--- src/hw/rtl/cia_pkg.sv ---
// ----------------------------------------------------------------------------
// cia_pkg: shared types for the checked 64-bit ALU
// Operation codes, beat payloads and the word that moves along the cell chain.
// ----------------------------------------------------------------------------
package cia_pkg;

  localparam int unsigned Width = 64;

  typedef enum logic [3:0] {
    OP_ADD = 4'd0,
    OP_SUB = 4'd1,
    OP_MUL = 4'd2,
    OP_DIV = 4'd3,
    OP_MOD = 4'd4,
    OP_AND = 4'd5,
    OP_OR  = 4'd6,
    OP_XOR = 4'd7,
    OP_SHL = 4'd8,
    OP_SHR = 4'd9,
    OP_NEG = 4'd10,
    OP_NOT = 4'd11
  } op_e;

  typedef enum logic [1:0] {
    K_SIMPLE = 2'd0,
    K_MUL    = 2'd1,
    K_DIV    = 2'd2,
    K_MOD    = 2'd3
  } kind_e;

  typedef struct packed {
    logic [3:0]         operation;
    logic signed [63:0] left_operand;
    logic signed [63:0] right_operand;
  } in_t;

  typedef struct packed {
    logic signed [63:0] value;
    logic               ok;
  } out_t;

  typedef struct packed {
    kind_e       kind;
    logic        ok;
    logic        neg;
    logic        ovf;
    logic [63:0] x;
    logic [63:0] y;
    logic [63:0] z;
  } cell_t;

endpackage

--- src/hw/rtl/cia_back.sv ---
// ----------------------------------------------------------------------------
// cia_back: sign and range fix-up with the output register
// Applies the result sign, checks the signed range and zeroes failures.
// ----------------------------------------------------------------------------
module cia_back (
  input  logic           clk_i,
  input  logic           rst_ni,
  input  logic           en_i,
  input  logic           valid_i,
  input  cia_pkg::cell_t data_i,
  output logic           valid_o,
  output cia_pkg::out_t  data_o
);

  logic [63:0]   mag;
  logic          fits;
  cia_pkg::out_t o_d, o_q;
  logic          valid_q;

  always_comb begin
    mag = data_i.x;
    if (data_i.kind == cia_pkg::K_DIV) begin
      mag = data_i.z;
    end
    fits = !data_i.ovf && (!mag[63] || (data_i.neg && mag[62:0] == 63'd0));
    o_d  = '0;
    if (data_i.kind == cia_pkg::K_SIMPLE) begin
      o_d.ok    = data_i.ok;
      o_d.value = data_i.x;
    end else if (data_i.ok && fits) begin
      o_d.ok    = 1'b1;
      o_d.value = data_i.neg ? -mag : mag;
    end
  end

  always_ff @(posedge clk_i or negedge rst_ni) begin
    if (!rst_ni) begin
      valid_q <= 1'b0;
    end else if (en_i) begin
      valid_q <= valid_i;
    end
  end

  always_ff @(posedge clk_i) begin
    if (en_i) begin
      o_q <= o_d;
    end
  end

  assign valid_o = valid_q;
  assign data_o  = o_q;

endmodule

--- config.mk ---
export PLATFORM = sky130hd
export DESIGN_NAME = cia_back
export DESIGN_NICKNAME = d
export VERILOG_FILES = /design/src/hw/rtl/cia_pkg.sv /design/src/hw/rtl/cia_back.sv
export SDC_FILE = /design/constraint.sdc
export NUM_CORES = 1
export LEC_CHECK = 0
export BUFFER_PORTS_ARGS = -buffer_cell sky130_fd_sc_hd__buf_2
export CAP_MARGIN = 20
export CORE_AREA = 2 2 135 137
export DETAILED_ROUTE_END_ITERATION = 7
export DIE_AREA = 0 0 137 139
export GPL_ROUTABILITY_DRIVEN = 0
export HOLD_SLACK_MARGIN = 0.12
export PLACE_DENSITY = 0.76
export SYNTH_ARGS = -nofsm -noshare
export SYNTH_HDL_FRONTEND = slang
export SYNTH_SLANG_ARGS = --single-unit
export TNS_END_PERCENT = 1
--- constraint.sdc ---
create_clock -name clk_i -period 1.4 [get_ports clk_i]
set_input_delay 0.28 -clock clk_i [delete_from_list [all_inputs] [get_ports clk_i]]
set_output_delay 0.28 -clock clk_i [all_outputs]
set_load 0.02 [all_outputs]
==> flow_summary_export.csv <==
group,metric,value,unit
global_routing,grt_busiest_layer,"met2",
route,drcViolationCount,0,
synth,yosysTopAreaCell,"edfxtp_1",
timing,fmax,350,MHz
cells_and_area,layout_commonest_cell,"buf_4",
global_routing,met1_usage,0.379,
synth,synth_area_leaders,"edfxtp_1, mux2i_1, nor2_1",
timing,rsz0062_at_grt,"true",
critical_path,cp_data_required_time,1630,ps
route,antenna_left,0,
route,drtPass1Iterations,6,
synth,netlist_instances,857,
global_routing,grt_pass1_vias,8874,
timing,fin_tns_setup,-86680,ps
cells_and_area,nNetsFinal,1516,
outcome,status,"finished, violations left",
global_routing,track_usage,0.302,
floorplan,ios,267,
clock_tree,cts-root-buf,"clkbuf_16",
cells_and_area,diodes,0,
power_and_ir_drop,peakVddDrop,0.684,mV
timing,tightest_slew,706,ps
global_routing,grt_util_met2,0.482,
synth,netlist_area,7060,µm²
timing,slew_viol_final,0,
clock_tree,clockBufferDepth,2,
critical_path,start_kind,"primary input",
clock_tree,cts_tree,"done",
power_and_ir_drop,power_leakage,5.03,nW
clock_tree,htree_levels,3,
timing,hold_viol,0,
floorplan,die_h,139,µm
synth,ys_types,71,
synth,synth.yosys.seq_area_share,0.280,
place,port_buffers,202,
clock_tree,clk_pin_slew,60,ps
synth,syn_avg_cell_area,8.24,µm²
flow_run,drv_cap,0,
floorplan,core-area,17700,µm²
critical_path,end_kind,"register",
timing,final.min_clock_period,2850,ps
timing,skew,0,ps
critical_path,worstSetupPathType,"in -> reg",
floorplan,die_area,19000,µm²
critical_path,arrival,3080,ps
synth,synth_async_sr_flop_share,0.0152,
floorplan,start_util,0.400,
clock_tree,numCtsBuffers,9,
synth,syn-num-nets,1059,
timing,max_slew_margin,0.516,
route,drt-initial-drc-count,1087,
synth,synth_edf_count,65,
global_routing,grt_max_degree,35,
global_routing,grt-ovfl-total,0,
cells_and_area,final_area,11200,µm²
synth,synth_top_area_share,0.277,
cells_and_area,layout_common_cells,"buf_4, buf_2, nor2_1",
clock_tree,cts_sinks,66,
synth,ys.warnings.count,0,
timing,timing.final.ws_setup,-1450,ps
power_and_ir_drop,p_per_area,669,nW/µm²
place,placed_cell_area,10400,µm²
cells_and_area,drive_gt1_frac,0.455,
synth,ys_ff_latch,66,
route,vias_per_cell,5.93,
place,hpwlAfterDp,21.9,mm
synth,ys.flop_type,"edfxtp_1",
floorplan,row_count,49,
cells_and_area,fillers,1403,
floorplan,die_x,137,µm
global_routing,grt_pass1_wl,45.3,mm
critical_path,critPathMaxFanout,4,
timing,finalSetupViolCount,65,
timing,finalCritPeriodShare,2.04,
route,wl_per_cell,19.3,µm
route,wl,29.9,mm
global_routing,grt.met3_usage,0.0852,
clock_tree,clock_latency,360,ps
min_path,hold_path_class,"in -> reg",
global_routing,antenna_found_initial,1,
route,via_count,9181,
outcome,violations,"setup timing",
cells_and_area,area_delta_synth_final,58.9,%
[layout make-up]
| class | count | area, µm² | area share |
|---|---|---|---|
| timing repair buffer | 503 | 3520 | 0.314 |
| clock buffer | 9 | 225 | 0.0201 |
| multi-input combinational | 729 | 5110 | 0.456 |
| sequential | 66 | 1980 | 0.176 |
| tap | 229 | 287 | 0.0255 |
| inverter | 5 | 18.8 | 0.00167 |
| clock inverter | 7 | 70.1 | 0.00625 |
[sequential cells by signal, indices dropped and copies added, names as in the netlist]
signal,cells
data_o,65
valid_o,1
[power by group]
part	switching (mW)	internal (mW)
registers	0.0544	2.36
clock network	0.993	1.37
logic	1.48	1.23
[critical path: stages]
cell	delay, ps
buf_8	100
nor2b_4	190
mux2i_2	270
ha_2	210
or4b_4	490
a21boi_4	260
nand4_4	130
o31a_1	320
buf_6	160
or3_4	350
o22ai_2	110
a221o_1	190
[per-layer routing]
layer	vias to the layer above	share of wire
li1	4138	-
met2	625	0.46
met3	141	0.12
met1	4275	0.38
met5	-	0.00023
met4	2	0.040
[per-stage QoR]
step                      total power, mW  setup slack [ps]  instances  hold slack [ps]   util
after floorplan                      3.65             -2270        857            -15.6      -
after global placement               4.93             -1910       1517             54.5  0.591
after detailed placement             4.99             -1860       1517             54.9  0.591
after CTS                            7.42             -1370       1542              149  0.627
after global routing                 7.78             -1560       1548              147  0.635
final                                7.50             -1450       1548              148  0.635
[kinds of logic (layout without fill, tap and decap cells)]
family | after synthesis | in the layout | share of synthesized area
fa+ha+maj | 1 | 1 | 0.00177
compound gates | 228 | 228 | 0.240
mux | 81 | 81 | 0.116
xor+xnor | 65 | 65 | 0.0807
flops | 66 | 66 | 0.280
simple gates | 354 | 354 | 0.243
buf+inv | 62 | 524 | 0.0378
[Yosys cell counts, types with 3 or more instances]
library cell / instances
a221o_1: 5
nand4_2: 3
o31ai_1: 13
o21a_1: 3
nand2_1: 100
xnor2_1: 39
o31ai_2: 7
nor3_1: 17
a2bb2oi_1: 3
o21ai_1: 7
or4b_1: 4
nor4_1: 4
nand3_1: 38
buf_1: 3
o31a_1: 9
o41ai_2: 7
buf_2: 18
o21ai_0: 64
nor2_1: 111
o211ai_1: 16
mux2i_1: 73
a22oi_1: 34
or3_1: 22
a21oi_1: 19
nand2b_1: 4
edfxtp_1: 65
or2_2: 3
mux2_2: 8
inv_1: 4
o22ai_1: 7
xor2_1: 26
and3_1: 11
nand3b_1: 3
a31oi_1: 13
and4_1: 3
clkbuf_1: 34
nor2b_1: 4
nand4_1: 10
[what timing repair did]
action | 4_1_cts | 5_1_grt
endpoints found under the hold margin | 1 | 0
pin swaps | 24 | 26
cloned | 1 | 0
setup endpoints to repair | 65 | 65
setup buffers | 7 | 6
resized for setup | 56 | 34
hold buffers | 1 | 0
[path summary, 6_finish.rpt]
check	start	to	slack (ps)	depth (start not counted)
max in group asynchronous	rst_ni	valid_o$_DFFE_PN0P_	1100	2
min	valid_i	valid_o$_DFFE_PN0P_	150	2
min in group asynchronous	rst_ni	valid_o$_DFFE_PN0P_	220	2
max reg2reg	valid_o$_DFFE_PN0P_	valid_o$_DFFE_PN0P_	670	1
max	data_i[195]	data_o[59]$_DFFE_PP_	-1450	12
min reg2reg	valid_o$_DFFE_PN0P_	valid_o$_DFFE_PN0P_	500	1
Power figures use the tool's default switching activity.
