$ cat src/hw/rtl/cia_pkg.sv
// ----------------------------------------------------------------------------
// cia_pkg: shared types for the checked 64-bit ALU
// Operation codes, beat payloads and the word that moves along the cell chain.
// ----------------------------------------------------------------------------
package cia_pkg;

  localparam int unsigned Width = 64;

  typedef enum logic [3:0] {
    OP_ADD = 4'd0,
    OP_SUB = 4'd1,
    OP_MUL = 4'd2,
    OP_DIV = 4'd3,
    OP_MOD = 4'd4,
    OP_AND = 4'd5,
    OP_OR  = 4'd6,
    OP_XOR = 4'd7,
    OP_SHL = 4'd8,
    OP_SHR = 4'd9,
    OP_NEG = 4'd10,
    OP_NOT = 4'd11
  } op_e;

  typedef enum logic [1:0] {
    K_SIMPLE = 2'd0,
    K_MUL    = 2'd1,
    K_DIV    = 2'd2,
    K_MOD    = 2'd3
  } kind_e;

  typedef struct packed {
    logic [3:0]         operation;
    logic signed [63:0] left_operand;
    logic signed [63:0] right_operand;
  } in_t;

  typedef struct packed {
    logic signed [63:0] value;
    logic               ok;
  } out_t;

  typedef struct packed {
    kind_e       kind;
    logic        ok;
    logic        neg;
    logic        ovf;
    logic [63:0] x;
    logic [63:0] y;
    logic [63:0] z;
  } cell_t;

endpackage

$ cat src/hw/rtl/cia_cell.sv
// ----------------------------------------------------------------------------
// cia_cell: one step of shift-add multiply or restoring divide
// Consumes one bit of the multiplier or dividend and passes the word on.
// ----------------------------------------------------------------------------
module cia_cell (
  input  logic           clk_i,
  input  logic           rst_ni,
  input  logic           en_i,
  input  logic           valid_i,
  input  cia_pkg::cell_t data_i,
  output logic           valid_o,
  output cia_pkg::cell_t data_o
);

  cia_pkg::cell_t c_d, c_q;
  logic           valid_q;
  logic [64:0]    acc, rem, sub;

  assign acc = {1'b0, data_i.x[62:0], 1'b0} + {1'b0, (data_i.z[63] ? data_i.y : 64'd0)};
  assign rem = {data_i.x, data_i.z[63]};
  assign sub = rem - {1'b0, data_i.y};

  always_comb begin
    c_d = data_i;
    case (data_i.kind) inside
      cia_pkg::K_MUL: begin
        c_d.x   = acc[63:0];
        c_d.ovf = data_i.ovf | data_i.x[63] | acc[64];
        c_d.z   = {data_i.z[62:0], 1'b0};
      end
      cia_pkg::K_DIV, cia_pkg::K_MOD: begin
        c_d.x = sub[64] ? rem[63:0] : sub[63:0];
        c_d.z = {data_i.z[62:0], !sub[64]};
      end
      default: begin
        c_d = data_i;
      end
    endcase
  end

  always_ff @(posedge clk_i or negedge rst_ni) begin
    if (!rst_ni) begin
      valid_q <= 1'b0;
    end else if (en_i) begin
      valid_q <= valid_i;
    end
  end

  always_ff @(posedge clk_i) begin
    if (en_i) begin
      c_q <= c_d;
    end
  end

  assign valid_o = valid_q;
  assign data_o  = c_q;

endmodule

$ cat config.mk
export PLATFORM = sky130hd
export DESIGN_NAME = cia_cell
export DESIGN_NICKNAME = d
export VERILOG_FILES = /design/src/hw/rtl/cia_pkg.sv /design/src/hw/rtl/cia_cell.sv
export SDC_FILE = /design/constraint.sdc
export NUM_CORES = 1
export LEC_CHECK = 0
export BUFFER_PORTS_ARGS = -buffer_cell sky130_fd_sc_hd__buf_2
export CAP_MARGIN = 5
export CORE_MARGIN = 2
export CORE_UTILIZATION = 35
export CTS_CLUSTER_DIAMETER = 120
export DETAILED_ROUTE_END_ITERATION = 7
export GPL_TIMING_DRIVEN = 0
export HOLD_SLACK_MARGIN = 0.15
export SETUP_SLACK_MARGIN = 0.5
export SYNTH_ARGS = -nofsm -noshare
export SYNTH_HDL_FRONTEND = slang
export SYNTH_SLANG_ARGS = --single-unit
export TNS_END_PERCENT = 50
$ cat constraint.sdc
create_clock -name clk_i -period 1.1 [get_ports clk_i]
set_clock_uncertainty 0.2 [all_clocks]
set_input_delay 0.055 -clock clk_i [delete_from_list [all_inputs] [get_ports clk_i]]
set_output_delay 0.055 -clock clk_i [all_outputs]
set_load 0.02 [all_outputs]
==> results.sh <==
export IMPL_status="complete, but fails checks"
export IMPL_violations="hold timing, capacitance limit, slew limit, setup timing"
export IMPL_r2r_start="valid_o$_DFFE_PN0P_"
export IMPL_critical_path_buf_inv_count=8
export IMPL_fin_setup_tns_ns=-185.77
export IMPL_power_frac_comb_pct=45.8
export IMPL_crit_slowest_cell="fa_2"
export IMPL_cp_top_family="compound AO/OA/AOI/OAI gates"
export IMPL_grt_max_degree=103
export IMPL_stdcell_area_um2=24430
export IMPL_overflow=0
export IMPL_chipWidth_um=223.3
export IMPL_gr_usage_all_layers_pct=27.81
export IMPL_switching_share_pct=39.36
export IMPL_p_per_area_nw_per_um2=1230
export IMPL_numCtsBuffers=17
export IMPL_worstPathRequired_ns=1.10
export IMPL_worstPathMaxFanout=8
export IMPL_hold_viol=295
export IMPL_syn_cell_area_um2=16830
export IMPL_grt_pass1_wl_um=104800
export IMPL_relSlewSlack_pct=-1.426
export IMPL_fin_cells=3168
export IMPL_synth_area_top_cells="edfxtp_1, ha_1, nand2_1"
export IMPL_root_buffer="clkbuf_16"
export IMPL_dp_hpwl_um=53040
export IMPL_pin_count=399
export IMPL_synth_top_area_cell="edfxtp_1"
export IMPL_die_h_um=223.3
export IMPL_yosysSeqAreaShare_pct=35.31
export IMPL_numClockSinks=198
export IMPL_clock_path_buffers=2
export IMPL_synth_edf_count=197
export IMPL_worst_pin_slew_ns=1.521
export IMPL_cts_tree="built"
export IMPL_place_ws_ns=-3.770
export IMPL_layout_drive_gt1_share_pct=33.27
export IMPL_crit_chain="buf_12 > inv_12 > clkbuf_16 > ha_4 > fa_2 > nand2b_4 > a211oi_4 > o21ai_2 > a211oi_2 > o31ai_2 > o211ai_2 > a31oi_4 > buf_6 > xnor2_4 > buf_12 > buf_12 > buf_12 > buf_16 > o211ai_1 > o21ai_1"
export IMPL_async_flop_share_pct=0.5051
export IMPL_viasPerCell=5.660
export IMPL_drtIter0Drc=1339
export IMPL_hold_worst_slack_ns=-0.8858
export IMPL_clkPwrFrac_pct=22.2
export IMPL_fillCellCount=4538
export IMPL_syn_inst=2031
export IMPL_fmax_mhz=290.3
export IMPL_yosysMostFrequentCell="nand2_1"
export IMPL_nets=2870
export IMPL_critPathLaunch="data_i[63]"
export IMPL_ys_flop_type="edfxtp_1"
export IMPL_fp_coreArea_um2=47650
export IMPL_internal_power_w=0.01822
export IMPL_h_tree_depth=4
export IMPL_p_leak_nw=10.65
export IMPL_hold_class="in2async"
export IMPL_period_share_pct=313.2
export IMPL_vias=17930
export IMPL_routed_wl_um=72000
export IMPL_cp_arrival_ns=3.45
export IMPL_power_share_sequential_pct=32.0
export IMPL_yosys_warnings=0
export IMPL_maxCapViolCount=1
export IMPL_synth_avg_cell_area_um2=8.285
export IMPL_fin_ws_ns=-2.345
export IMPL_worstSkewPairLatency_ns=0.49
export IMPL_gp_congestion=0.9569
export IMPL_crit_type="in2reg"
export IMPL_cp_common_cell="buf_12"
export IMPL_crit_path_end_kind="flip-flop"
export IMPL_cp_slowest_stage_delay_ns=0.36
export IMPL_peakVddDrop_uv=736.8
export IMPL_startpoint_type="primary input"
export IMPL_area_sequential_um2=5942
export IMPL_grt_pass1_vias=17310
export IMPL_syn_to_final_growth_pct=45.17
export IMPL_antenna_found_initial=3
export IMPL_placed_cells=3045
export IMPL_cts_clk_slew_worst_paths_ns=0.08
export IMPL_maxSlewViolCount=11
export IMPL_start_util_pct=35.32
export IMPL_drc=0
export IMPL_synth_ff_latch_count=198
export IMPL_placed_cell_area_um2=20000
export IMPL_power_switching_w=0.01183
export IMPL_firstDrtPassIters=5
export IMPL_setup_violations_final=264
export IMPL_ys_types=81
export IMPL_multi_input_area_um2=11710
export IMPL_synthTopCellsByCount="nand2_1, a21oi_1, edfxtp_1"
export IMPL_detail_route_antenna_nets=0
export IMPL_io_buffers=398
export IMPL_rows=80
export IMPL_min_period_ns=3.445
export IMPL_rsz0062_at_grt="true"
export IMPL_dieArea_um2=49850
export IMPL_yosys_area_top_type_share_pct=35.16
export IMPL_syn_nets=2362
export IMPL_detail_route_wl_per_cell_um=22.73
-- per-stage QoR --
step | power (W) | utilization (%)
2_1_floorplan | 0.01603 | -
3_3_place_gp | 0.01954 | 41.89
3_5_place_dp | 0.01955 | 41.97
4_1_cts | 0.02853 | 47.91
5_1_grt | 0.03140 | 51.26
6_report | 0.03005 | 51.27
-- routing by layer --
metal	part of all wire (%)	global-route usage [%]	vias to the layer above
li1	-	-	8408
met1	42	35.14	8580
met2	48	47.63	799
met3	7.5	5.558	140
met4	3.3	8.989	4
met5	0.035	0	-
-- layout make-up --
cell class                 instances  area share [%]
inverter                          92           1.480
timing repair inverter             1         0.06659
antenna                            1         0.01024
clock inverter                    15          0.7940
tap                              615           3.150
clock buffer                      17           1.742
sequential                       198           24.33
timing repair buffer             488           16.26
buffer                           120           4.231
multi-input combinational       1621           47.94
-- what timing repair did --
item / 4_1_cts / 5_1_grt
setup endpoints to repair: 525 / 525
hold endpoints to repair: 295 / 396
gates cloned: 11 / 4
pin swaps: 84 / 82
resized for setup: 294 / 409
buffers inserted: 64 / 11
-- layout by cell type (no fill, tap or decap), types with 10 or more instances in the layout --
master	instances
buf_16	10
xor2_1	47
a21oi_1	143
nand3_1	30
inv_1	90
nand4_1	32
o21ai_0	84
o211ai_1	14
a21oi_2	54
a21o_1	74
nor2b_1	33
clkbuf_8	13
o21ai_2	16
buf_2	274
o21bai_1	25
nand2_1	330
nand2_4	19
clkbuf_1	58
xnor2_1	62
o21a_1	16
a31oi_4	18
clkbuf_2	11
nor3_1	17
ha_1	115
clkbuf_16	32
nand2_2	14
edfxtp_1	197
buf_4	54
a21oi_4	13
nor2_4	18
nor2_1	156
o21ai_1	11
a211oi_1	44
buf_6	150
buf_12	20
-- registers in the layout, indices dropped and copies added (netlist names) --
signal	flops
data_o	197
valid_o	1
-- path summary, 6_finish.rpt --
kind / cells past startpoint / slack [ns] / endpoint
worst max register to register: 1 / 0.13 / valid_o$_DFFE_PN0P_
worst min register to register: 1 / 0.33 / valid_o$_DFFE_PN0P_
worst max-delay path: 20 / -2.35 / data_o[128]$_DFFE_PP_
max in group asynchronous: 1 / 1.49 / valid_o$_DFFE_PN0P_
min in group clk_i: 1 / -0.47 / data_o[194]$_DFFE_PP_
worst min-delay path: 1 / -0.89 / valid_o$_DFFE_PN0P_
-- kinds of logic after synthesis --
kind of cell             after synthesis  synth area share [%]
XOR/XNOR                             111                 5.867
flip-flops                           198                 35.31
multiplexers                          11                0.6841
AND/OR/NAND/NOR                      735                 19.35
buffers and inverters                212                 4.975
AO/OA/AOI/OAI                        634                 24.06
adder cells (fa/ha/maj)              130                 9.756
-- power groups by stage --
stage	Clock [W]	Sequential, W	Combinational [W]
floorplan	0	0.0107	0.00535
global placement	0	0.00965	0.00988
detailed placement	0	0.00964	0.00991
CTS	0.00691	0.00948	0.0121
global route	0.00711	0.00967	0.0146
finish	0.00668	0.00960	0.0138
Power figures use the tool's default switching activity.
