===== config.mk =====
export PLATFORM = sky130hd
export DESIGN_NAME = cia_front
export DESIGN_NICKNAME = d
export VERILOG_FILES = /design/src/hw/rtl/cia_pkg.sv /design/src/hw/rtl/cia_front.sv
export SDC_FILE = /design/constraint.sdc
export NUM_CORES = 2
export LEC_CHECK = 0
export CORE_MARGIN = 2
export CORE_UTILIZATION = 30
export CTS_CLUSTER_SIZE = 40
export DETAILED_ROUTE_END_ITERATION = 10
export DONT_BUFFER_PORTS = 1
export PLACE_DENSITY = 0.48
export SKIP_LAST_GASP = 1
export SLEW_MARGIN = 20
export SYNTH_ARGS = -nofsm -noshare
export SYNTH_HDL_FRONTEND = slang
export SYNTH_SLANG_ARGS = --single-unit

===== constraint.sdc =====
create_clock -name clk_i -period 0.8 [get_ports clk_i]
set_input_delay 0.04 -clock clk_i [delete_from_list [all_inputs] [get_ports clk_i]]
set_output_delay 0.04 -clock clk_i [all_outputs]
set_load 0.05 [all_outputs]

===== src/hw/rtl/cia_pkg.sv =====
// ----------------------------------------------------------------------------
// cia_pkg: shared types for the checked 64-bit ALU
// Operation codes, beat payloads and the word that moves along the cell chain.
// ----------------------------------------------------------------------------
package cia_pkg;

  localparam int unsigned Width = 64;

  typedef enum logic [3:0] {
    OP_ADD = 4'd0,
    OP_SUB = 4'd1,
    OP_MUL = 4'd2,
    OP_DIV = 4'd3,
    OP_MOD = 4'd4,
    OP_AND = 4'd5,
    OP_OR  = 4'd6,
    OP_XOR = 4'd7,
    OP_SHL = 4'd8,
    OP_SHR = 4'd9,
    OP_NEG = 4'd10,
    OP_NOT = 4'd11
  } op_e;

  typedef enum logic [1:0] {
    K_SIMPLE = 2'd0,
    K_MUL    = 2'd1,
    K_DIV    = 2'd2,
    K_MOD    = 2'd3
  } kind_e;

  typedef struct packed {
    logic [3:0]         operation;
    logic signed [63:0] left_operand;
    logic signed [63:0] right_operand;
  } in_t;

  typedef struct packed {
    logic signed [63:0] value;
    logic               ok;
  } out_t;

  typedef struct packed {
    kind_e       kind;
    logic        ok;
    logic        neg;
    logic        ovf;
    logic [63:0] x;
    logic [63:0] y;
    logic [63:0] z;
  } cell_t;

endpackage


===== src/hw/rtl/cia_front.sv =====
// ----------------------------------------------------------------------------
// cia_front: operand decode stage
// Finishes the operations that need no chain and prepares magnitudes for the chain.
// ----------------------------------------------------------------------------
module cia_front (
  input  logic           clk_i,
  input  logic           rst_ni,
  input  logic           en_i,
  input  logic           valid_i,
  input  cia_pkg::in_t   data_i,
  output logic           valid_o,
  output cia_pkg::cell_t data_o
);

  logic signed [63:0] a, b, sum, dif, ng;
  logic [63:0]        abs_a, abs_b, shl_lim;
  logic               a_nn, b_nn, sh_ok, div_ok;
  cia_pkg::cell_t     c_d, c_q;
  logic               valid_q;

  assign a       = data_i.left_operand;
  assign b       = data_i.right_operand;
  assign sum     = a + b;
  assign dif     = a - b;
  assign ng      = -a;
  assign abs_a   = a[63] ? ng : a;
  assign abs_b   = b[63] ? -b : b;
  assign a_nn    = !a[63];
  assign b_nn    = !b[63];
  assign sh_ok   = a_nn && b_nn && (b < 64'sd63);
  assign shl_lim = 64'h7FFF_FFFF_FFFF_FFFF >> b[5:0];
  assign div_ok  = (b != 64'sd0) && !(a == {1'b1, 63'd0} && b == -64'sd1);

  always_comb begin
    c_d      = '0;
    c_d.kind = cia_pkg::K_SIMPLE;
    unique case (data_i.operation)
      cia_pkg::OP_ADD: begin
        c_d.ok = !(a[63] == b[63] && sum[63] != a[63]);
        c_d.x  = sum;
      end
      cia_pkg::OP_SUB: begin
        c_d.ok = !(a[63] != b[63] && dif[63] != a[63]);
        c_d.x  = dif;
      end
      cia_pkg::OP_MUL: begin
        c_d.kind = cia_pkg::K_MUL;
        c_d.ok   = 1'b1;
        c_d.neg  = a[63] ^ b[63];
        c_d.y    = abs_a;
        c_d.z    = abs_b;
      end
      cia_pkg::OP_DIV: begin
        c_d.kind = cia_pkg::K_DIV;
        c_d.ok   = div_ok;
        c_d.neg  = a[63] ^ b[63];
        c_d.y    = abs_b;
        c_d.z    = abs_a;
      end
      cia_pkg::OP_MOD: begin
        c_d.kind = cia_pkg::K_MOD;
        c_d.ok   = div_ok;
        c_d.neg  = a[63];
        c_d.y    = abs_b;
        c_d.z    = abs_a;
      end
      cia_pkg::OP_AND: begin
        c_d.ok = a_nn && b_nn;
        c_d.x  = a & b;
      end
      cia_pkg::OP_OR: begin
        c_d.ok = a_nn && b_nn;
        c_d.x  = a | b;
      end
      cia_pkg::OP_XOR: begin
        c_d.ok = a_nn && b_nn;
        c_d.x  = a ^ b;
      end
      cia_pkg::OP_SHL: begin
        c_d.ok = sh_ok && (a <= shl_lim);
        c_d.x  = a << b[5:0];
      end
      cia_pkg::OP_SHR: begin
        c_d.ok = sh_ok;
        c_d.x  = a >> b[5:0];
      end
      cia_pkg::OP_NEG: begin
        c_d.ok = (a != {1'b1, 63'd0});
        c_d.x  = ng;
      end
      cia_pkg::OP_NOT: begin
        c_d.ok = 1'b1;
        c_d.x  = ~a;
      end
      default: begin
        c_d.ok = 1'b0;
      end
    endcase
    if (!c_d.ok && c_d.kind == cia_pkg::K_SIMPLE) begin
      c_d.x = '0;
    end
  end

  always_ff @(posedge clk_i or negedge rst_ni) begin
    if (!rst_ni) begin
      valid_q <= 1'b0;
    end else if (en_i) begin
      valid_q <= valid_i;
    end
  end

  always_ff @(posedge clk_i) begin
    if (en_i) begin
      c_q <= c_d;
    end
  end

  assign valid_o = valid_q;
  assign data_o  = c_q;

endmodule


==> metrics.csv <==
metric;value;unit
Max stage delay cell, worst path;a211oi_4;
Max IR drop VDD;1260;uV
vias in the first global route;40598;
clock latency on the worst-skew pair;530;ps
Antenna Nets Post-Route;0;
dpl hpwl;180000;um
CP max stage delay;420;ps
Slew headroom;35.9;%
P_int;34000;uW
fmax;0.310;GHz
CP Class;in -> reg;
Seq/Total Area, Yosys;18.5;%
share of the synthesized area in the top cell type;18.4;%
worst hold margin;-389;ps
crit-path cells;clkinv_8 > buf_4 > buf_8 > nor2_1 > nand2_1 > a21oi_1 > ha_1 > a21oi_1 > o21ai_1 > a221oi_2 > o22ai_2 > a211o_1 > a211oi_4 > nand3b_1 > inv_2 > nand4_1 > o22ai_4 > buf_12 > buf_16 > a211oi_2;
Cell Area, Placed;0.0484;mm^2
total grt overflow;0;
number of flops mapped to enable cells by yosys;196;
Max FO, Critical Path;73;
synth-to-layout area growth;65.5;%
WL per Instance;33.4;um
status;finished, violations left;
Vias;42145;
Flop pwr share;21.7;%
Final GP Congestion;1.06;
post-route cell area;0.0530;mm^2
NetSw;26500;uW
top cells by area, synth;edfxtp_1, ha_1, mux4_2;
failing checks;negative hold slack, negative setup slack;
Die Area;0.109;mm^2
setup TNS;-384300;ps
max-slew violations;0;
Avg Cell Area, Syn;7.78;um^2
clk buf depth;2;
Starting Density;30.3;%
Period Utilization, post-route;403;%
final wirelength;230000;um
Clock power frac;15.9;%
crit-path leading delay family;compound AO/OA/AOI/OAI gates;
Chip Height;331;um
syn_nets;4516;
switching share of power;43.8;%
# clock sinks;197;
CP startpoint kind;input port;
Metal-1 WL;87800;um
Worst EP arrival;3590;ps
async set or reset register ratio after synthesis;0.508;%
clock slew at reported path FFs;90;ps
Cell Rows;119;
Mapped Area;0.0320;mm^2
MaxCap Viol Count;0;
combinational share of power;62.4;%
drt drc;0;
Synth cell types;94;
Synthesis Warnings;0;
setup ws final;-2430;ps
Num CTS Buffers;17;
fin crit period;3230;ps
core area;0.106;mm^2
gr usage total;41.1;%
power after layout;60600;uW
synthesis-stage register bit count;197;
Hold Crit Class;in -> reg;
Final Non-Filler Cells;6899;
drt first pass iters;6;
Final Hold Fails;244;
pin count of the biggest net entering global routing;198;
Synth area leader;edfxtp_1;
# placed instances;6768;
CP Buf/Inv Count;6;
H-tree depth;4;
initial antenna violation count;19;
Filler cells;10120;
Cells after Synth;4116;
# IOs;334;
Worst Max-Slew Pin Slew;961;ps
final net count;5878;
PwrDens;1140;mW/mm^2
Synth top cells by count;nor2_1, a21oi_1, nand2_1;
CTS tree;done;
most used cell, CP;a21oi_1;
root buffer cell;clkbuf_16;
Setup Skew;0;ps
met2 routed WL;98100;um
final core occ;50.2;%
layout cells sized above 1;42.7;%
Iter 0 DRT Violations;5265;
dominant synthesized flop cell;edfxtp_1;
Max Used Layer;met5;
Port Buffer Count;0;
Final Setup Violations;391;
wire length on met3;22700;um
CP required;1160;ps
Die X;331;um
leakage power;0.0223;uW
vias per inst;6.11;
RSZ-0062 raised after global routing;yes;
most frequent cell after synthesis;nor2_1;
global-route wire length before repair;315000;um
Crit. End Element;register;
## path summary, 6_finish.rpt
path / startpoint / to / slack, ps / depth (start not counted)
min reg2reg: valid_o / valid_o / 540 / 1
min in group asynchronous: rst_ni / valid_o / 260 / 2
max: data_i[2] / data_o[142] / -2430 / 20
min: en_i / data_o[105] / -390 / 0
max in group asynchronous: rst_ni / valid_o / 430 / 2
max reg2reg: valid_o / valid_o / 20 / 1
## registers in the layout, indices dropped and copies added, names as in the netlist
signal / cells
valid_o: 1
data_o: 196
## layout by cell type, fill, tap and decap left out, drive strengths merged, types with 113 or more instances in the layout
cell    Yosys  final
a21oi     323    323
buf        63   1663
edfxtp    196    196
ha        262    262
inv       195    197
mux2i     113    113
mux4      120    120
nand2     319    319
nor2      527    527
nor3      153    153
o21ai     211    211
o22ai     207    207
xnor2     200    200
## cells by family (layout without fill, tap and decap cells)
| logic type | Yosys count | after routing | share of synthesized area (%) |
|---|---|---|---|
| AO/OA/AOI/OAI | 1285 | 1285 | 26.5 |
| XOR/XNOR | 202 | 202 | 5.52 |
| adder cells (fa/ha/maj) | 264 | 264 | 10.4 |
| buffers and inverters | 550 | 1925 | 6.66 |
| flip-flops | 197 | 197 | 18.5 |
| multiplexers | 261 | 261 | 13.0 |
| other | 1 | 18 | 0.0117 |
| AND/OR/NAND/NOR | 1356 | 1356 | 19.6 |
## area by class of cell
| type | count | area (um^2) | share of cell area, % |
|---|---|---|---|
| Clock buffer | 17 | 425 | 0.803 |
| Sequential cell | 197 | 5910 | 11.2 |
| Timing Repair Buffer | 1693 | 16400 | 31.0 |
| Clock inverter | 15 | 184 | 0.347 |
| Inverter | 200 | 817 | 1.54 |
| Multi-Input combinational cell | 3369 | 27400 | 51.8 |
| Antenna cell | 17 | 42.5 | 0.0803 |
| Tap cell | 1391 | 1740 | 3.28 |
## power by group through the flow
stage | registers (uW) | logic, uW | clock network, uW
floorplan | 15900 | 14000 | 0
global placement | 13400 | 34100 | 0
detailed placement | 13400 | 34100 | 0
CTS | 13200 | 36100 | 9820
global route | 13200 | 39100 | 10100
finish | 13100 | 37800 | 9630
## metrics by stage
stage,hold WS (ps),setup WS (ps)
after floorplan,-256,-2970
after global placement,-256,-3440
after detailed placement,-256,-3520
after CTS,-388,-2270
after global routing,-399,-2500
final,-389,-2430
## metal layers
layer	vias up	GRT usage [%]
li1	18342	-
met1	20647	50.0
met2	2536	61.6
met3	610	10.4
met4	10	32.2
met5	-	0.826
## repair_timing
action	in CTS	in global routing
endpoints found under the hold margin	302	250
hold buffers	23	1
resized for setup	417	182
cloned	8	2
setup endpoints to repair	391	390
pin swaps	129	111
setup buffers	42	30
(Power assumes the default switching activity.)
